--- src/vps_pkg.sv ---
// ----------------------------------------------------------------------------
// vps_pkg: shared types for the sphere projection block
// Payload structs of both channels and the side record that travels with the
// square-root cell chain.
// ----------------------------------------------------------------------------
package vps_pkg;

  localparam int unsigned WORD_W   = 32;
  localparam int unsigned MAG_W    = WORD_W + 1;
  localparam int unsigned SUM_W    = 2 * WORD_W;
  localparam int unsigned SQ_REM_W = WORD_W + 2;
  localparam int unsigned Q_W      = WORD_W + 1;
  localparam int unsigned NUM_W    = WORD_W + MAG_W;
  localparam logic [31:0] RADIUS_RESET = 32'h0001_0000;

  typedef struct packed {
    logic signed [31:0] in_x;
    logic signed [31:0] in_y;
    logic signed [31:0] in_z;
  } point_t;

  typedef struct packed {
    logic signed [31:0] out_x;
    logic signed [31:0] out_y;
    logic signed [31:0] out_z;
    logic               zero_length;
    logic               saturated;
  } proj_t;

  typedef struct packed {
    logic                        valid;
    logic                        zero;
    logic [2:0]                  neg;
    logic [2:0][MAG_W-1:0]       mag;
  } sqrt_side_t;

endpackage

--- src/vps_sqrt_cell.sv ---
// ----------------------------------------------------------------------------
// vps_sqrt_cell: one digit step of the integer square root
// Takes the next two bits of the radicand, settles one root bit, and hands
// remainder, partial root, radicand and side record to the next cell.
// ----------------------------------------------------------------------------
module vps_sqrt_cell (
  input  logic                                   clk,
  input  logic                                   rst,
  input  logic                                   en,
  input  vps_pkg::sqrt_side_t                    side_i,
  input  logic [vps_pkg::SQ_REM_W-1:0]           rem_i,
  input  logic [vps_pkg::WORD_W-1:0]             root_i,
  input  logic [vps_pkg::SUM_W-1:0]              s_i,
  output vps_pkg::sqrt_side_t                    side_o,
  output logic [vps_pkg::SQ_REM_W-1:0]           rem_o,
  output logic [vps_pkg::WORD_W-1:0]             root_o,
  output logic [vps_pkg::SUM_W-1:0]              s_o
);

  logic [vps_pkg::SQ_REM_W+1:0] shifted;
  logic [vps_pkg::SQ_REM_W+1:0] trial;
  logic                         ge;

  assign shifted = {rem_i, s_i[vps_pkg::SUM_W-1 -: 2]};
  assign trial   = {2'b00, root_i, 2'b01};
  assign ge      = shifted >= trial;

  always_ff @(posedge clk) begin
    if (rst) begin
      side_o.valid <= 1'b0;
    end else if (en) begin
      side_o.valid <= side_i.valid;
    end
  end

  always_ff @(posedge clk) begin
    if (en) begin
      side_o.zero <= side_i.zero;
      side_o.neg  <= side_i.neg;
      side_o.mag  <= side_i.mag;
      rem_o  <= ge ? vps_pkg::SQ_REM_W'(shifted - trial) : vps_pkg::SQ_REM_W'(shifted);
      root_o <= {root_i[vps_pkg::WORD_W-2:0], ge};
      s_o    <= {s_i[vps_pkg::SUM_W-3:0], 2'b00};
    end
  end

endmodule

--- config.mk ---
export PLATFORM = sky130hd
export DESIGN_NAME = vps_sqrt_cell
export DESIGN_NICKNAME = d
export VERILOG_FILES = /design/src/vps_pkg.sv /design/src/vps_sqrt_cell.sv
export SDC_FILE = /design/constraint.sdc
export NUM_CORES = 1
export LEC_CHECK = 0
export BUFFER_PORTS_ARGS = -buffer_cell sky130_fd_sc_hd__buf_4
export CORE_AREA = 2 2 184 186
export CTS_CLUSTER_SIZE = 8
export DETAILED_ROUTE_END_ITERATION = 10
export DIE_AREA = 0 0 186 188
export SYNTH_ARGS = -nofsm -noshare
export SYNTH_HDL_FRONTEND = slang
export SYNTH_SLANG_ARGS = --single-unit
--- constraint.sdc ---
create_clock -name clk -period 7.1 [get_ports clk]
set_clock_uncertainty 0.15 [all_clocks]
set_input_delay 0.71 -clock clk [delete_from_list [all_inputs] [get_ports clk]]
set_output_delay 0.71 -clock clk [all_outputs]
set_load 0.005 [all_outputs]
==> metrics.yaml, run 1 <==
run_status:
  status: "completed"
setup_path:
  crit_type: "input pin to register"
  critPathRequiredTime_ns: 7.19
  end_kind: "register"
  slowest_delay_ns: 0.50
  cp_max_fo: 37
  slowest_stage: "o21a_2"
  critPathTopFamily: "compound AO/OA/AOI/OAI gates"
  critPathMostFrequentCell: "buf_4"
  crit_path_start_kind: "input pin"
  r2r_slack_ns: 6.35
  crit_arrival_ns: 3.79
  crit_chain: "buf_4 -> ha_1 -> a21o_1 -> o41ai_1 -> o211ai_1 -> a211oi_1 -> o21a_2 -> buf_4 -> mux2_1"
  cp_num_buf_inv: 2
global_routing:
  antenna_found_initial: 0
  grt_max_degree: 91
  gr-total-overflow: 0
  grtUsageTotal: 0.166
  grt_pass1_wl_mm: 42.6
  grt_pass1_vias: 6848
detailed_routing:
  vias_per_cell: 4.44
  routed_wl_mm: 30.5
  num_vias: 6903
  drt_iter0_markers: 305
  ant_nets: 0
  remaining_drc_errors: 0
  routedWlPerCell_um: 19.6
  dr.pass1.iters: 4
die:
  num_rows: 67
  core_um2: 33100
  start_util: 0.282
  die_area_um2: 35000
  die_y_um: 188
  die_w_um: 186
  ios: 471
place:
  port_buffers: 468
  preCtsSetupSlack_ns: 2.85
  gp_congestion: 0.819
  dpl.hpwl_mm: 23.7
yosys:
  muxShareOfSynthArea: 0.00790
  synth-xor-area-share: 0.0262
  synth.area.top_cells: "edfxtp_1, ha_1, nand2_1"
  synth_edf_count: 231
  synth_seq_area_share: 0.744
  synth_top_family_by_area: "compound AO/OA/AOI/OAI gates"
  yosys_warnings: 0
  async_flop_share: 0
  syn_inst: 600
  synth_compound_area_frac: 0.0924
  ys.flop_type: "edfxtp_1"
  yosysTopAreaCellShare: 0.742
  synth_adder_area_share: 0.0455
  synthSimpleGateAreaFrac: 0.0588
  synth.cell_area_um2: 9350
  synth_area_leader_cell: "edfxtp_1"
  synth.avg_cell_area_um2: 15.6
  ys_ff_latch: 232
  synthDistinctLibCells: 58
clocking:
  tritoncts: "yes"
  cts_sinks: 232
  cts_root_buf: "clkbuf_16"
  clk_pin_slew_worst_paths_ns: 0.05
  cts_made_buffers: 35
  cts_hold_buf: 0
  clk_path_buf_depth: 3
  cts_setup_buffers: 0
  clk_latency_ns: 0.50
  htree_levels: 2
  cts_resized: 0
power:
  p_per_area_nw_per_um2: 262
  p_leak_nw: 6.20
  peakVddDrop_mv: 0.169
timing:
  period_needed_ns: 3.70
  max_slew_margin: 0.342
  final.period_utilization: 0.522
  finalSetupViolCount: 0
  max_freq_mhz: 270
  slew_violations: 0
  setup_tns_ns: 0
  whs_ns: 0.214
  grt_setup_unrepaired: "no"
  worst_slack_ns: 3.40
  tightestPinTransition_ns: 0.987
  finalHoldViolations: 0
hold_path:
  hold_class: "input pin to register"
cells_and_area:
  drive_gt1_frac: 0.469
  final_nets: 1366
  final_common_cell: "buf_4"
  diodes: 0
  fillers: 3070
  layout_common_cells: "buf_4, edfxtp_1, nand2_1"
  area_growth_pct: 53.6
job:
  max_cap_violations: 0
[final cells by class]
type,instances,area (um^2),area share
Timing Repair Buffer,471,3540,0.247
Tap cell,448,561,0.0390
Clock buffer,46,938,0.0654
Inverter,42,158,0.0110
Multi-Input combinational cell,313,2170,0.151
Clock inverter,4,33.8,0.00235
Sequential cell,232,6960,0.485
[synthesized netlist by cell type (3+ instances only)]
cell type  instances
and2_1             6
nand3_1            4
o211ai_1           3
a31oi_1            5
o21ai_1           31
edfxtp_1         231
xor2_1            16
and3_1             9
xnor2_1           12
nor2_1            15
buf_4              3
o21ai_0           12
nand4_1            7
mux2i_1            4
buf_2              6
nand2_1           48
a21o_1            21
o31ai_1            3
inv_1             41
nand2b_1           6
ha_1              34
nor3_1             8
mux2_1             3
o41ai_1            3
clkbuf_1           5
a21oi_1           26
[stage by stage]
stage | power [mW] | cells | utilization | instance area (um^2)
after CTS | 3.82 | 1556 | 0.434 | 14400
after floorplan | 1.91 | 601 | - | 9350
after detailed placement | 2.31 | 1506 | 0.404 | 13400
final | 3.76 | 1556 | 0.434 | 14400
after global routing | 3.93 | 1556 | 0.434 | 14400
after global placement | 2.30 | 1506 | 0.404 | 13400
[registers in the layout, summed over array words and instances (netlist names)]
name / cells
rem_o: 34
root_o: 32
side_o: 104
s_o: 62
[final timing paths]
check,start,cells past startpoint,end
hold reg to reg,side_o[103]$_SDFFE_PP0P_,2,side_o[103]$_SDFFE_PP0P_
hold / removal,rst,2,side_o[103]$_SDFFE_PP0P_
setup / recovery,rem_i[7],9,rem_o[3]$_DFFE_PP_
setup reg to reg,side_o[103]$_SDFFE_PP0P_,2,side_o[103]$_SDFFE_PP0P_
[cell families after synthesis]
family / count (synthesis)
AOI/OAI and AO/OA: 129
xor gates and xnor gates: 28
adders and majority gates: 34
buffers and inverters: 56
DFF: 232
muxes: 7
other: 1
and+or+nand+nor: 113
[power by group]
group / leakage [nW] / switching, mW / total [mW] / internal, mW
clock network: 0.472 / 0.573 / 1.49 / 0.914
logic: 3.45 / 0.267 / 0.580 / 0.313
registers: 2.27 / 0.0362 / 1.70 / 1.66
total: 6.20 / 0.876 / 3.76 / 2.89
[routing by layer]
layer / up-vias / share of wire / track usage
met5: - / 0 / 0
met4: 0 / 0.020 / 0.0457
met1: 3305 / 0.39 / 0.196
met3: 40 / 0.094 / 0.0542
li1: 3254 / - / -
met2: 304 / 0.50 / 0.288
Power figures use the tool's default switching activity.
==> run 2, diff against run 1 <==
Clock period 7.1 ns to 3.4 ns, I/O delays scaled along.
==> metrics.yaml, run 2 (synthesis results as in run 1) <==
timing:
  whs_ns: 0.0256  # -0.189 ns
  slew_violations: 0  # unchanged
  setup_tns_ns: 0  # unchanged
  max_freq_mhz: 310
  tightestPinTransition_ns: 0.675  # -0.312 ns
  max_slew_margin: 0.550  # +0.208
  finalSetupViolCount: 0  # unchanged
  finalHoldViolations: 0  # unchanged
  period_needed_ns: 3.23
  grt_setup_unrepaired: "no"
  final.period_utilization: 0.950
  worst_slack_ns: 0.172  # -3.23 ns
place:
  dp_cells: 1521  # +1.0%
  placed_area_um2: 13500  # +1.0%
  preCtsSetupSlack_ns: 0.221  # -2.63 ns
  dpl.hpwl_mm: 24.1  # +1.4%
  port_buffers: 468  # unchanged
  gp_congestion: 0.837  # +2.1%
detailed_routing:
  routedWlPerCell_um: 19.5  # -0.64%
  num_vias: 7975  # +16%
  vias_per_cell: 4.42  # -0.35%
  remaining_drc_errors: 0  # unchanged
  drt_iter0_markers: 410  # +34%
  routed_wl_mm: 35.1  # +15%
  dr.pass1.iters: 4  # unchanged
  ant_nets: 0  # unchanged
cells_and_area:
  final_nets: 1613  # +18%
  stdcell_count: 1804  # +16%
  reg.largest.list: "side_o x104, s_o x62, rem_o x34"
  layout_common_cells: "buf_4, edfxtp_1, dlygate4sd3_1"
  area_growth_pct: 79.8
  design_area_um2: 16800  # +17%
  drive_gt1_frac: 0.398  # -0.0717
  final_common_cell: "buf_4"
  regMostFlops: "side_o"
  post-route-util: 0.508  # +0.0741
  largest_reg_flops: 104  # unchanged
setup_path:
  crit_chain: "dlygate4sd3_1 -> buf_4 -> inv_1 -> ha_1 -> and3_1 -> and2_1 -> a221oi_2 -> o211ai_1 -> o2bb2ai_1 -> mux2i_1 -> o221ai_1 -> mux2_1"
  ff2ff_path_depth: 3  # +1
  crit_start: "root_i[9]"
  crit_arrival_ns: 3.32  # -0.47 ns
  critPathRequiredTime_ns: 3.49  # -3.70 ns
  r2r_slack_ns: 2.07  # -4.28 ns
  r2r-start: "side_o[103]$_SDFFE_PP0P_"
  cp_max_fo: 6  # -84%
  r2r_end: "side_o[103]$_SDFFE_PP0P_"
  cp_num_buf_inv: 3  # +1
  crit_type: "input pin to register"
  crit_path_start_kind: "input pin"
  slowest_stage: "dlygate4sd3_1"
  slowest_delay_ns: 0.56  # +0.06 ns
  end_kind: "register"
  cp-endpoint: "rem_o[27]$_DFFE_PP_"
  critPathTopFamily: "compound AO/OA/AOI/OAI gates"
  worstSetupPathDepth: 12  # +3
power:
  total_power_mw: 8.14  # +120%
  pwr-share-seq: 0.436  # -0.015
  pwr-share-clk: 0.380  # -0.015
  peakVddDrop_mv: 0.360  # +110%
  p_leak_nw: 7.25  # +17%
  switchingPower_mw: 1.95  # +120%
  p_per_area_nw_per_um2: 485  # +85%
  p_int_mw: 6.19  # +110%
  power_switching_share: 0.239  # +0.00656
  combPwrFrac: 0.184  # +0.030
global_routing:
  grt_pass1_vias: 8439  # +23%
  grtUsageTotal: 0.190  # +0.0243
  grt_pass1_wl_mm: 49.8  # +17%
  gr-total-overflow: 0  # unchanged
  antenna_found_initial: 3  # +3
  grt_max_degree: 81  # -11%
clocking:
  cts_root_buf: "clkbuf_16"
  clk_path_buf_depth: 3  # unchanged
  clk_latency_ns: 0.49  # about the same
  cts_made_buffers: 35  # unchanged
  clk_pin_slew_worst_paths_ns: 0.05  # about the same
  htree_levels: 2  # unchanged
  tritoncts: "yes"
  cts_sinks: 232  # unchanged
hold_path:
  hold_class: "input pin to register"
  min_from: "rem_i[21]"
die:
  start_util: 0.282  # unchanged
  core_um2: 33100  # unchanged
  num_rows: 67  # unchanged
  ios: 471  # unchanged
  die_y_um: 188  # unchanged
  die_w_um: 186  # unchanged
  die_area_um2: 35000  # unchanged
job:
  max_cap_violations: 0  # unchanged
run_status:
  status: "completed"
-- run 2: cell types whose count changed in the layout (fill, tap and decap cells not counted), moves of 2 or more --
cell,before,now
buf_4,470,485
dlygate4sd3_1,0,229
buf_12,0,2
clkbuf_1,10,8
diode_2,0,3
-- run 2: worst min-delay path by stage --
stage                                           to  slack (ns)  cells past startpoint
after floorplan           side_o[103]$_SDFFE_PP0P_        0.26                      1
after global placement    side_o[103]$_SDFFE_PP0P_        0.35                      2
after detailed placement  side_o[103]$_SDFFE_PP0P_        0.35                      2
after CTS                      rem_o[23]$_DFFE_PP_       0.008                      3
after global routing           rem_o[23]$_DFFE_PP_        0.01                      3
final                          rem_o[23]$_DFFE_PP_        0.03                      3
-- run 2: final cells by class --
| class | instances | area, um^2 |
|---|---|---|
| Inverter | 42 | 158 |
| Antenna cell | 3 | 7.51 |
| Timing Repair Buffer | 718 | 6000 |
| Multi-Input combinational cell | 313 | 2170 |
| Clock inverter | 4 | 41.3 |
| Sequential cell | 232 | 6960 |
| Clock buffer | 44 | 920 |
| Tap cell | 448 | 561 |
| Fill cell | 2797 | 16300 |
-- run 2: what timing repair did --
item | CTS | global route
hold buffers | 229 | 0
setup buffers | 0 | 3
hold endpoints to repair | 228 | 0
setup endpoints to repair | 0 | 14
gates resized for setup | 0 | 1
-- run 2: worst register-to-register path, delay by kind of cell, from the launching register on --
family	cells	cell delay, ns
and+or+nand+nor	1	0.05
muxes	1	0.14
DFF	1	0.31
buffers and inverters	1	0.56
-- run 2: power groups by stage --
stage          logic [mW]  registers [mW]  clock network (mW)
6_report             1.50            3.55                3.10
5_1_grt              1.61            3.57                3.29
4_1_cts              1.49            3.54                3.17
3_5_place_dp         1.25            3.59                   0
3_3_place_gp         1.24            3.58                   0
2_1_floorplan       0.375            3.62                   0
-- run 2: routing by layer --
| metal | track usage | share of wire | up-vias | routed length (um) |
|---|---|---|---|---|
| li1 | - | - | 3748 | - |
| met1 | 0.223 | 0.39 | 3810 | 13700 |
| met2 | 0.324 | 0.49 | 328 | 17300 |
| met3 | 0.0552 | 0.082 | 87 | 2890 |
| met4 | 0.0796 | 0.036 | 2 | 1270 |
| met5 | 0 | 0.00037 | - | 13 |
