File: src/vps_pkg.sv
// ----------------------------------------------------------------------------
// vps_pkg: shared types for the sphere projection block
// Payload structs of both channels and the side record that travels with the
// square-root cell chain.
// ----------------------------------------------------------------------------
package vps_pkg;

  localparam int unsigned WORD_W   = 32;
  localparam int unsigned MAG_W    = WORD_W + 1;
  localparam int unsigned SUM_W    = 2 * WORD_W;
  localparam int unsigned SQ_REM_W = WORD_W + 2;
  localparam int unsigned Q_W      = WORD_W + 1;
  localparam int unsigned NUM_W    = WORD_W + MAG_W;
  localparam logic [31:0] RADIUS_RESET = 32'h0001_0000;

  typedef struct packed {
    logic signed [31:0] in_x;
    logic signed [31:0] in_y;
    logic signed [31:0] in_z;
  } point_t;

  typedef struct packed {
    logic signed [31:0] out_x;
    logic signed [31:0] out_y;
    logic signed [31:0] out_z;
    logic               zero_length;
    logic               saturated;
  } proj_t;

  typedef struct packed {
    logic                        valid;
    logic                        zero;
    logic [2:0]                  neg;
    logic [2:0][MAG_W-1:0]       mag;
  } sqrt_side_t;

endpackage

File: src/vps_div_cell.sv
// ----------------------------------------------------------------------------
// vps_div_cell: one restoring step of the length divider
// Shifts one numerator bit into the remainder, settles one quotient bit, and
// hands remainder, quotient, numerator and divisor to the next cell.
// ----------------------------------------------------------------------------
module vps_div_cell (
  input  logic                            clk,
  input  logic                            en,
  input  logic [vps_pkg::WORD_W-1:0]      rem_i,
  input  logic [vps_pkg::Q_W-1:0]         n_i,
  input  logic [vps_pkg::Q_W-1:0]         q_i,
  input  logic [vps_pkg::WORD_W-1:0]      len_i,
  output logic [vps_pkg::WORD_W-1:0]      rem_o,
  output logic [vps_pkg::Q_W-1:0]         n_o,
  output logic [vps_pkg::Q_W-1:0]         q_o,
  output logic [vps_pkg::WORD_W-1:0]      len_o
);

  logic [vps_pkg::WORD_W:0] shifted;
  logic                     ge;

  assign shifted = {rem_i, n_i[vps_pkg::Q_W-1]};
  assign ge      = shifted >= {1'b0, len_i};

  always_ff @(posedge clk) begin
    if (en) begin
      rem_o <= ge ? vps_pkg::WORD_W'(shifted - {1'b0, len_i})
                  : vps_pkg::WORD_W'(shifted);
      q_o   <= {q_i[vps_pkg::Q_W-2:0], ge};
      n_o   <= {n_i[vps_pkg::Q_W-2:0], 1'b0};
      len_o <= len_i;
    end
  end

endmodule

File: config.mk
export PLATFORM = sky130hd
export DESIGN_NAME = vps_div_cell
export DESIGN_NICKNAME = d
export VERILOG_FILES = /design/src/vps_pkg.sv /design/src/vps_div_cell.sv
export SDC_FILE = /design/constraint.sdc
export NUM_CORES = 1
export LEC_CHECK = 0
export ABC_AREA = 1
export BUFFER_PORTS_ARGS = -buffer_cell sky130_fd_sc_hd__buf_2
export CELL_PAD_IN_SITES_DETAIL_PLACEMENT = 0
export CELL_PAD_IN_SITES_GLOBAL_PLACEMENT = 1
export CORE_MARGIN = 2
export CORE_UTILIZATION = 39
export CTS_CLUSTER_SIZE = 12
export DETAILED_ROUTE_END_ITERATION = 10
export GPL_TIMING_DRIVEN = 0
export PLACE_DENSITY_LB_ADDON = 0.1
export SLEW_MARGIN = 10
export SYNTH_ARGS = -nofsm -noshare
export SYNTH_HDL_FRONTEND = slang
export SYNTH_SLANG_ARGS = --single-unit
export TNS_END_PERCENT = 20
File: constraint.sdc
create_clock -name clk -period 3.5 [get_ports clk]
set_clock_uncertainty 0.2 [all_clocks]
set_input_delay 0.7 -clock clk [delete_from_list [all_inputs] [get_ports clk]]
set_output_delay 0.7 -clock clk [all_outputs]
set_load 0.01 [all_outputs]
==> results of run 1 <==
[power breakdown]
| part | internal (W) | total (W) | switching, W |
|---|---|---|---|
| clock network | 0.00127 | 0.00199 | 0.000712 |
| logic | 0.000342 | 0.000902 | 0.000560 |
| registers | 0.00188 | 0.00191 | 0.0000312 |
| total | 0.00350 | 0.00480 | 0.00130 |
[flip-flops by register name, summed over array words and instances (netlist names)]
signal and count:
len_o 32, n_o 32, q_o 33, rem_o 32
[cell usage in the layout, fill, tap and decap left out, drive strengths merged, types with 13 or more instances in the layout]
| master | synthesis | layout |
|---|---|---|
| nand2 | 282 | 282 |
| inv | 152 | 158 |
| nand3 | 68 | 68 |
| ha | 32 | 32 |
| xor2 | 13 | 13 |
| clkbuf | 0 | 17 |
| buf | 11 | 271 |
| a21oi | 21 | 21 |
| nor2 | 40 | 40 |
| edfxtp | 129 | 129 |
[layout make-up]
class / count / area, um2
Clock buffer: 17 / 425.4
Clock inverter: 14 / 225.2
Timing Repair Buffer: 260 / 1330
Multi-Input combinational cell: 491 / 2546
Fill cell: 1785 / 8556
Buffer: 11 / 88.84
Sequential cell: 129 / 3874
Tap cell: 229 / 286.5
Inverter: 152 / 570.5
[kinds of logic after synthesis]
| logic type | after synthesis |
|---|---|
| buffers and inverters | 163 |
| AOI/OAI and AO/OA | 24 |
| DFF | 129 |
| xor gates and xnor gates | 14 |
| other | 1 |
| adders and majority gates | 33 |
| and+or+nand+nor | 419 |
[worst paths after layout]
check / to / slack [ns] / cells past startpoint
setup / recovery: rem_o[28] / 0.93 / 14
hold / removal: q_o[10] / 0.25 / 1
[metal layers]
layer,GRT usage,share of wire,vias to the layer above
li1,-,-,3053
met1,0.2635,0.45,2623
met2,0.3478,0.49,173
met3,0.04247,0.054,18
met4,0.06486,0.012,0
met5,0,0,-
[per-stage QoR]
step                setup slack (ns)  power [W]  cell area (um2)  cells
detailed placement            0.5033   0.002855             8696   1272
global route                  0.7779   0.005035             9346   1303
global placement             0.05081   0.002846             8662   1271
finish                        0.9294   0.004801             9346   1303
floorplan                     0.9875   0.002466             7079    783
CTS                           0.9404   0.004859             9346   1303
[worst max-delay path, delay by kind of cell]
kind	cells	cell delay, ns
and+or+nand+nor	9	1.00
adders and majority gates	2	0.63
buffers and inverters	3	0.22
==> impl_summary.log, run 1 <==
INFO  metric clock_tree.buffer_depth = 2
INFO  metric tritoncts = built
INFO  metric end_kind = register
INFO  metric synth_most_common_cell = sky130_fd_sc_hd__nand2_1
INFO  metric slew_violations = 0
INFO  metric max_clock_freq = 389.0 MHz
INFO  metric drtPass1Iterations = 5
INFO  metric num_antenna_cells = 0
INFO  metric timing.hold.ws = 0.2517 ns
INFO  metric clock_tree.root_cell = sky130_fd_sc_hd__clkbuf_16
INFO  metric portion_of_the_clock_cycle_consumed_by_the_worst_path_in_the_final_layout = 0.7345
INFO  metric synth_fa_ha_area_frac = 0.05938
INFO  metric startpoint = n_i[32]
INFO  metric netlist_area = around 7100 um2
INFO  metric drcViolationCount = 0
INFO  metric place.gp.congestion = 0.8742
INFO  metric dp_hpwl = 15.45 mm
INFO  metric port-buffer-count = 259
INFO  metric xor_and_xnor_fraction_of_the_mapped_netlist_area = 0.01732
INFO  metric final_layout_size_suffix_gt1_frac = 0.3119
INFO  metric period_minus_slack = about 2.6 ns
INFO  metric worst_path_most_repeated_cell = sky130_fd_sc_hd__nand2_1
INFO  metric grt_pass1_vias = 5,733
INFO  metric syn-instance-count = 783
INFO  metric postCtsSetupRepairBufs = 0
INFO  metric finalSetupViolations = 0
INFO  metric die_height = approximately 140 um
INFO  metric finish.net_count = 1,227
INFO  metric setup.worst_path.class = input pin to register
INFO  metric yosysTopAreaCell = sky130_fd_sc_hd__edfxtp_1
INFO  metric timing.setup.tns = 0 ns
INFO  metric critical_path_required = between 3 and 4 ns
INFO  metric rsz0062_at_grt = no
INFO  metric cts.htree.levels = 4
INFO  metric drt-vias-per-instance = approximately 4.5
INFO  metric post_cts_hold_buffer_count = 0
INFO  metric global_route_wire_length_before_repair = 30.65 mm
INFO  metric cp_slowest_stage_delay = ~0.41 ns
INFO  metric post_synth_edffs = 129
INFO  metric total_detailed_routing_wirelength = approximately 20 mm
INFO  metric leakagePower = 4.829 nW
INFO  metric powerDensity = between 500 and 600 nW/um2
INFO  metric synth_fp_nets = between 900 and 1k
INFO  metric synth.distinct_cells = 31
INFO  metric area.growth.synth_to_final = 32.03%
INFO  metric netlist_top_cells_area = sky130_fd_sc_hd__edfxtp_1 (55%), sky130_fd_sc_hd__nand2_1 (15%), sky130_fd_sc_hd__inv_1 (7.9%), sky130_fd_sc_hd__ha_1 (5.7%), sky130_fd_sc_hd__nand3_1 (3.7%)
INFO  metric dieWidth = 138.7 um
INFO  metric cts_num_sinks = 129
INFO  metric synth_commonest_cells = sky130_fd_sc_hd__nand2_1 (276), sky130_fd_sc_hd__inv_1 (149), sky130_fd_sc_hd__edfxtp_1 (129)
INFO  metric die_area = 19,250 um2
INFO  metric cp_cell_sequence = buf_2, inv_1, ha_1, fa_1, inv_1, nand3_1, nand3_1, nand3_1, nand2_1, nand2_1, nand2_1, nand2_1, nand3_2, nand2_1
INFO  metric post_cts.resized_instances = 0
INFO  metric min_from = q_i[9]
INFO  metric synthesized_area_per_cell = ~9.0 um2
INFO  metric synth_compound_area_frac = 0.01732
INFO  metric synth_simple_gate_area_share = 0.2651
INFO  metric drt-wirelength-per-cell = 15.07 um
INFO  metric combinational_family_with_the_most_area_after_synthesis = simple AND/OR/NAND/NOR gates
INFO  metric synth-seq-area-share = 0.5472
INFO  metric synth.top_cell.area_share = 0.5472
INFO  metric irDropWorstVdd = about 330 uV
INFO  metric grt-ovfl-total = 0
INFO  metric maximum_number_of_pins_on_one_net_before_global_route_repair = 86
INFO  metric gr-usage-all-layers = 0.2045
INFO  metric yosys_warnings = 0
INFO  metric detailedRoute.firstIterationViolations = 319
INFO  metric synth_mux_area_frac = 0
INFO  metric rows = 49
INFO  metric vias = slightly below 6k
INFO  metric startpoint_type_of_the_worst_setup_path = input pin
INFO  metric cp_max_fo = 3
INFO  metric final_core_utilization = 0.5221
INFO  metric arrival = approximately 2.6 ns
INFO  metric synth_ff_type = sky130_fd_sc_hd__edfxtp_1
INFO  metric yosys_register_bits = ~130
INFO  metric timing.final.hold_violations = 0
INFO  metric cts.clk_slew.worst_paths = around 0.06 ns
INFO  metric worst_hold_path_type = input pin to register
INFO  metric total_cts_buffers = 17
INFO  metric synth-async-reset-ratio = 0
INFO  metric run_status = complete, no violations
INFO  metric initial_core_util = 0.3954
INFO  metric initial_antenna_violation_count = 0
INFO  metric design.core.area = between 15,000 and 20,000 um2
INFO  metric final_antenna_net_count = 0
INFO  metric boundaryPins = about 260
INFO  metric drv_cap = 0
INFO  metric worst_path_max_delay_cell = sky130_fd_sc_hd__fa_1
(Power assumes the default switching activity.)
==> run 2: changes to the inputs <==
Settings changed: ABC_AREA 1 to 0, CORE_UTILIZATION 39 to 37.
Clock period 3.5 ns to 2.7 ns, I/O delays scaled along.
==> run 2 against run 1 <==
The flow now finishes with violations (setup timing). Die area shrank 7.3%. Sequential share of layout area is 0.37 points lower. Area after synthesis down 12%. Final area increased by 0.91%. Critical path type unchanged.
==> impl_summary.log, run 2 <==
INFO  metric total_detailed_routing_wirelength = 17.13 mm (-13%)
INFO  metric cell_count_post_placement = 970 (-24%)
INFO  metric cp_max_fo = 6 (+3)
INFO  metric multiInputGateArea = 2716 um2 (+6.7%)
INFO  metric synth-async-reset-ratio = 0 (unchanged)
INFO  metric portion_of_the_clock_cycle_consumed_by_the_worst_path_in_the_final_layout = 1.030
INFO  metric port-buffer-count = 259 (unchanged)
INFO  metric cts.clk_slew.worst_paths = 0.06 ns (about the same)
INFO  metric initial_antenna_violation_count = 1 (+1)
INFO  metric clock_tree.root_cell = sky130_fd_sc_hd__clkbuf_16
INFO  metric initial_core_util = 0.3759 (-0.01951)
INFO  metric netlist_top_cells_area = sky130_fd_sc_hd__edfxtp_1 (62%), sky130_fd_sc_hd__ha_1 (6.4%), sky130_fd_sc_hd__a21oi_1 (4.4%), sky130_fd_sc_hd__inv_1 (2.8%), sky130_fd_sc_hd__xnor2_1 (2.3%)
INFO  metric netlist_area = 6212 um2 (-12%)
INFO  metric detailedRoute.firstIterationViolations = 219 (-31%)
INFO  metric synth_fp_nets = 655 (-31%)
INFO  metric drtPass1Iterations = 4 (-1)
INFO  metric setup.worst_path.class = input pin to register
INFO  metric switchingPower = 0.001741 W (+34%)
INFO  metric worst_path_max_delay_cell = sky130_fd_sc_hd__or3b_1
INFO  metric end_kind = register
INFO  metric drt-wirelength-per-cell = 16.73 um (+11%)
INFO  metric tritoncts = built
INFO  metric place.gp.congestion = 0.8199 (-6.2%)
INFO  metric violations = setup timing
INFO  metric synthesized_area_per_cell = 12.68 um2 (+40%)
INFO  metric boundaryPins = 262 (unchanged)
INFO  metric finish.net_count = 955 (-22%)
INFO  metric leakagePower = 4.037 nW (-16%)
INFO  metric critical_path_required = 2.67 ns (-0.81 ns)
INFO  metric slew_violations = 0 (unchanged)
INFO  metric cts_num_sinks = 129 (unchanged)
INFO  metric synth_ff_type = sky130_fd_sc_hd__edfxtp_1
INFO  metric layout_commonest_cell = sky130_fd_sc_hd__buf_2
INFO  metric dieWidth = 133.6 um (-3.7%)
INFO  metric rows = 47 (-4.1%)
INFO  metric vias = 4,954 (-16%)
INFO  metric arrival = 2.75 ns (+0.20 ns)
INFO  metric drv_cap = 0 (unchanged)
INFO  metric maximum_number_of_pins_on_one_net_before_global_route_repair = 96 (+12%)
INFO  metric area.growth.synth_to_final = 51.82%
INFO  metric yosys_register_bits = 129 (unchanged)
INFO  metric startpoint = len_i[23]
INFO  metric yosysTopAreaCell = sky130_fd_sc_hd__edfxtp_1
INFO  metric clkPwrFrac = 0.375 (-0.039)
INFO  metric dp_hpwl = 12.60 mm (-18%)
INFO  metric drcViolationCount = 0 (unchanged)
INFO  metric worst_hold_path_type = input pin to register
INFO  metric grt-ovfl-total = 0 (unchanged)
INFO  metric worst_path_most_repeated_cell = sky130_fd_sc_hd__buf_12
INFO  metric cp_cell_sequence = buf_12, inv_12, ha_4, a21o_1, o21a_1, a311oi_4, o21ai_2, or3b_1, o21a_4, buf_12, mux2_4
INFO  metric sequential_group_share_of_total_power = 0.399 (about the same)
INFO  metric die_height = 133.6 um (-3.7%)
INFO  metric synth.top_cell.area_share = 0.6236 (+0.07638)
INFO  metric postLayoutSetupSlackWorst = -0.08106 ns (-1.010 ns)
INFO  metric powerDensity = 662.3 nW/um2 (+29%)
INFO  metric finalSetupViolations = 26 (+26)
INFO  metric period_minus_slack = ~2.8 ns
INFO  metric regArea = 3874 um2 (unchanged)
INFO  metric power_switching_share = 0.2787 (+0.007150)
INFO  metric fill_cells = 1,419 (-21%)
INFO  metric post_cts_hold_buffer_count = 0 (unchanged)
INFO  metric final_antenna_net_count = 0 (unchanged)
INFO  metric max_clock_freq = ~360 MHz
INFO  metric syn-instance-count = 490 (-37%)
INFO  metric synth.distinct_cells = 50 (+61%)
INFO  metric cts.htree.levels = 4 (unchanged)
INFO  metric clock_tree.buffer_depth = 2 (unchanged)
INFO  metric final_layout_size_suffix_gt1_frac = 0.5392 (+0.2273)
INFO  metric p_int = 0.004506 W (+29%)
INFO  metric startpoint_type_of_the_worst_setup_path = input pin
INFO  metric regMostFlops = q_o
INFO  metric final_core_utilization = 0.5708 (+0.04867)
INFO  metric cp_slowest_stage_delay = 0.40 ns (about the same)
INFO  metric timing.final.hold_violations = 0 (unchanged)
INFO  metric post_synth_edffs = 129 (unchanged)
INFO  metric irDropWorstVdd = 423.0 uV (+27%)
INFO  metric design.core.area = 16,520 um2 (-7.7%)
INFO  metric run_status = finished with violations
INFO  metric post_layout_nonfiller_instances = 1,024 (-21%)
INFO  metric drt-vias-per-instance = 4.838 (+7.4%)
INFO  metric timing.setup.tns = -1.343 ns (-1.343 ns)
INFO  metric combPwrFrac = 0.225 (+0.037)
INFO  metric grt_pass1_vias = 5,047 (-12%)
INFO  metric timing.hold.ws = 0.09417 ns (-0.1575 ns)
INFO  metric rsz0062_at_grt = yes
INFO  metric largest_register_ff_count = 33 (unchanged)
INFO  metric synth_most_common_cell = sky130_fd_sc_hd__edfxtp_1
INFO  metric global_route_wire_length_before_repair = 26.47 mm (-14%)
INFO  metric synth-seq-area-share = 0.6236 (+0.07638)
INFO  metric yosys_warnings = 0 (unchanged)
INFO  metric layout_common_cells = sky130_fd_sc_hd__buf_2 (252), sky130_fd_sc_hd__edfxtp_1 (129), sky130_fd_sc_hd__a21oi_1 (41), sky130_fd_sc_hd__inv_1 (40), sky130_fd_sc_hd__buf_4 (27)
INFO  metric total_cts_buffers = 17 (unchanged)
INFO  metric die_area = 17,840 um2 (-7.3%)
INFO  metric synth_commonest_cells = sky130_fd_sc_hd__edfxtp_1 (129), sky130_fd_sc_hd__a21oi_1 (54), sky130_fd_sc_hd__inv_1 (46)
INFO  metric gr-usage-all-layers = 0.1929 (-0.01161)
INFO  metric min_from = n_i[0]
==> run 2: cell types whose count changed after synthesis, moves of 7 or more <==
cell                       previous run  this run
sky130_fd_sc_hd__a21o_1               0         8
sky130_fd_sc_hd__a21oi_1             21        54
sky130_fd_sc_hd__inv_1              149        46
sky130_fd_sc_hd__mux2_4               0         8
sky130_fd_sc_hd__nand2_1            276        24
sky130_fd_sc_hd__nand2b_1             0         7
sky130_fd_sc_hd__nand3_1             52         8
sky130_fd_sc_hd__nand3_2             16         0
sky130_fd_sc_hd__nand3b_1            10         1
sky130_fd_sc_hd__o21ai_0              2        17
sky130_fd_sc_hd__o31ai_1              0         7
sky130_fd_sc_hd__xnor2_1              1        16
==> run 2: per-stage QoR <==
step	total power [W]	setup slack [ns]	cell area (um2)
floorplan	0.003191	-0.3227	6305
global placement	0.003662	-0.9031	7876
detailed placement	0.003670	-0.8895	7910
CTS	0.006210	-0.04411	9067
global route	0.006519	-0.1409	9432
finish	0.006247	-0.08106	9432
==> run 2: routing by layer <==
layer | wire length [um] | track usage
met5 | 0 | 0
met4 | 343 | 0.07742
met3 | 1115 | 0.05327
met2 | 8605 | 0.3305
met1 | 7064 | 0.2303
==> run 2: power by group through the flow <==
stage / logic (W) / registers (W) / clock network, W
after CTS: 0.00132 / 0.00250 / 0.00239
after global placement: 0.00112 / 0.00254 / 0
after detailed placement: 0.00113 / 0.00254 / 0
final: 0.00141 / 0.00249 / 0.00235
after floorplan: 0.000533 / 0.00266 / 0
after global routing: 0.00154 / 0.00251 / 0.00247
==> run 2: final timing paths <==
check,cells past startpoint,slack [ns],to
hold / removal,1,0.09,n_o[1]
setup / recovery,11,-0.08,rem_o[14]
==> run 2: kinds of logic (layout without fill, tap and decap cells) <==
group,after synthesis,count (layout),synth area share
muxes,10,10,0.02256
AOI/OAI and AO/OA,120,120,0.1178
other,1,2,0.0006037
xor gates and xnor gates,26,26,0.03666
and+or+nand+nor,107,107,0.08419
DFF,129,129,0.6236
buffers and inverters,64,377,0.04693
adders and majority gates,33,33,0.06767
==> run 2: final cells by class <==
| type | count | area share |
|---|---|---|
| sequential | 129 | 0.4107 |
| multi-input combinational | 297 | 0.2880 |
| timing repair buffer | 290 | 0.1752 |
| clock buffer | 17 | 0.04510 |
| tap | 220 | 0.02919 |
| inverter | 46 | 0.01990 |
| clock inverter | 15 | 0.01857 |
| buffer | 9 | 0.01300 |
| antenna | 1 | 0.0002653 |
==> run 2: repair_timing <==
| item | in CTS | in global routing |
|---|---|---|
| pin swaps | 30 | 25 |
| gates resized for setup | 93 | 57 |
| setup endpoints to repair | 33 | 31 |
| setup buffers | 20 | 8 |
| gates cloned | 2 | 0 |
==> run 2: worst max-delay path, delay by kind of cell <==
family	cells	cell delay, ns
AOI/OAI and AO/OA	5	1.01
and+or+nand+nor	1	0.40
adders and majority gates	1	0.19
muxes	1	0.30
buffers and inverters	3	0.31
==> run 3: changes to the inputs <==
Settings changed: CORE_UTILIZATION 37 to 25.
==> run 3 against run 2 <==
The run still ends with setup timing left. Global-route usage shrank 5.0 points. Wire length up 12%. First-iteration DRC count is 6.4% lower. Largest cell class unchanged. Highest routed layer unchanged.
==> impl_summary.log, run 3 (same netlist as run 2, synthesis figures left out) <==
INFO  metric run_status = finished with violations
INFO  metric violations = setup timing
INFO  metric regMostFlops = q_o
INFO  metric timing.final.hold_violations = 0 (unchanged)
INFO  metric num_antenna_cells = 0 (-1)
INFO  metric drt-vias-per-instance = 4.372 (-9.6%)
INFO  metric min_from = len_i[24]
INFO  metric finalSetupViolations = 28 (+7.7%)
INFO  metric critical_path_required = 2.67 ns (about the same)
INFO  metric grt-ovfl-total = 0 (unchanged)
INFO  metric portion_of_the_clock_cycle_consumed_by_the_worst_path_in_the_final_layout = 1.051 (+0.02048)
INFO  metric startpoint_type_of_the_worst_setup_path = input pin
INFO  metric period_minus_slack = 2.836 ns (+0.05530 ns)
INFO  metric final_layout_size_suffix_gt1_frac = 0.5343 (-0.004896)
INFO  metric cts.clk_slew.worst_paths = 0.07 ns (about the same)
INFO  metric total_cts_buffers = 17 (unchanged)
INFO  metric end_kind = register
INFO  metric rows = 57 (+21%)
INFO  metric area.growth.synth_to_final = 52.71%
INFO  metric powerDensity = 655.3 nW/um2 (-1.1%)
INFO  metric dp_hpwl = 14.11 mm (+12%)
INFO  metric port-buffer-count = 259 (unchanged)
INFO  metric largest_register_ff_count = 33 (unchanged)
INFO  metric drcViolationCount = 0 (unchanged)
INFO  metric drtPass1Iterations = 4 (unchanged)
INFO  metric worst_hold_path_type = input pin to register
INFO  metric clock_tree.buffer_depth = 2 (unchanged)
INFO  metric layout_common_cells = sky130_fd_sc_hd__buf_2 (251), sky130_fd_sc_hd__edfxtp_1 (129), sky130_fd_sc_hd__a21oi_1 (40), sky130_fd_sc_hd__inv_1 (37), sky130_fd_sc_hd__nor2_1 (30)
INFO  metric gr-usage-all-layers = 0.1431 (-0.04986)
INFO  metric cts.htree.levels = 4 (unchanged)
INFO  metric max_clock_freq = 352.6 MHz (-1.9%)
INFO  metric global_route_wire_length_before_repair = 28.46 mm (+7.5%)
INFO  metric cp_slowest_stage_delay = 0.40 ns (about the same)
INFO  metric postLayoutSetupSlackWorst = -0.1364 ns (-0.05530 ns)
INFO  metric layout_commonest_cell = sky130_fd_sc_hd__buf_2
INFO  metric finish.net_count = 953 (-0.21%)
INFO  metric total_detailed_routing_wirelength = 19.11 mm (+12%)
INFO  metric grt_pass1_vias = 5,108 (+1.2%)
INFO  metric tritoncts = built
INFO  metric rsz0062_at_grt = yes
INFO  metric drt-wirelength-per-cell = 16.98 um (+1.5%)
INFO  metric irDropWorstVdd = 323.3 uV (-24%)
INFO  metric die_height = 161.6 um (+21%)
INFO  metric setup.worst_path.class = input pin to register
INFO  metric vias = 4,918 (-0.73%)
INFO  metric clock_tree.root_cell = sky130_fd_sc_hd__clkbuf_16
INFO  metric startpoint = rem_i[22]
INFO  metric arrival = 2.80 ns (+0.05 ns)
INFO  metric detailedRoute.firstIterationViolations = 205 (-6.4%)
INFO  metric cp_max_fo = 6 (unchanged)
INFO  metric boundaryPins = 262 (unchanged)
INFO  metric initial_antenna_violation_count = 0 (-1)
INFO  metric dp_worst_setup_slack = -0.9730 ns (-0.08353 ns)
INFO  metric place.gp.congestion = 0.7268 (-11%)
INFO  metric cp_cell_sequence = buf_6, ha_4, a21o_1, o21a_1, a311oi_4, o21ai_2, or3b_1, o21a_4, buf_12, mux2_4
INFO  metric maximum_number_of_pins_on_one_net_before_global_route_repair = 90 (-6.3%)
INFO  metric initial_core_util = 0.2547 (-0.1212)
INFO  metric cts_num_sinks = 129 (unchanged)
INFO  metric drv_cap = 0 (unchanged)
INFO  metric leakagePower = 3.996 nW (-1.0%)
INFO  metric worst_path_max_delay_cell = sky130_fd_sc_hd__or3b_1
INFO  metric die_area = 26,130 um2 (+46%)
INFO  metric design.core.area = 24,390 um2 (+48%)
INFO  metric dieWidth = 161.6 um (+21%)
INFO  metric timing.setup.tns = -2.773 ns (-1.430 ns)
INFO  metric slew_violations = 0 (unchanged)
INFO  metric final_antenna_net_count = 0 (unchanged)
==> run 3: changes by cell type in the layout (fill, tap and decap cells not counted), moves of 3 or more <==
cell	before	now
sky130_fd_sc_hd__inv_1	40	37
sky130_fd_sc_hd__nor2_1	22	30
sky130_fd_sc_hd__buf_4	27	24
sky130_fd_sc_hd__nor2_2	12	5
sky130_fd_sc_hd__clkinvlp_4	1	5
sky130_fd_sc_hd__clkinv_4	3	0
sky130_fd_sc_hd__a21oi_2	7	10
==> run 3: critical path, delay by kind of cell <==
kind,cells,cell delay [ns]
compound gates,5,1.05
simple gates,1,0.40
mux,1,0.30
buf+inv,2,0.26
fa+ha+maj,1,0.25
==> run 3: layout make-up <==
| cell class | count | area, um2 |
|---|---|---|
| fill | 2464 | 14900 |
| multi-input combinational | 297 | 2670 |
| clock buffer | 17 | 425.4 |
| clock inverter | 15 | 151.4 |
| tap | 324 | 405.4 |
| timing repair buffer | 287 | 1640 |
| inverter | 46 | 190.2 |
| buffer | 10 | 130.1 |
| sequential | 129 | 3874 |
==> run 3: path summary, 6_finish.rpt <==
check | cells after the start | to
min | 1 | len_o[24]
max | 10 | rem_o[14]
==> run 3: through the flow <==
step                total power [W]    util  instances  hold WS (ns)  area, um2
finish                     0.006217  0.3889       1125       0.08409       9487
global route               0.006518  0.3889       1125       0.06721       9487
CTS                        0.006249  0.3798       1122       0.06522       9263
detailed placement         0.003700  0.3296       1074        0.5184       8040
global placement           0.003702  0.3283       1073        0.5174       8006
floorplan                  0.003191       -        490        0.4389       6305
==> run 3: what timing repair did <==
action	in CTS	in global routing
setup buffers	22	3
hold buffers	0	0
pin swaps	32	17
setup endpoints to repair	33	33
resized for setup	105	39
gates cloned	2	0
==> run 3: where the power goes <==
| part | internal [W] | switching (W) |
|---|---|---|
| combinational | 0.000659 | 0.000752 |
| clock | 0.00129 | 0.00102 |
| sequential | 0.00245 | 0.0000451 |
==> run 3: routing by layer <==
metal | global-route usage | vias up | wire [um]
li1 | - | 2399 | -
met1 | 0.1765 | 2324 | 8246
met2 | 0.2455 | 180 | 9363
met3 | 0.03955 | 15 | 1287
met4 | 0.04063 | 0 | 209
met5 | 0 | - | 0
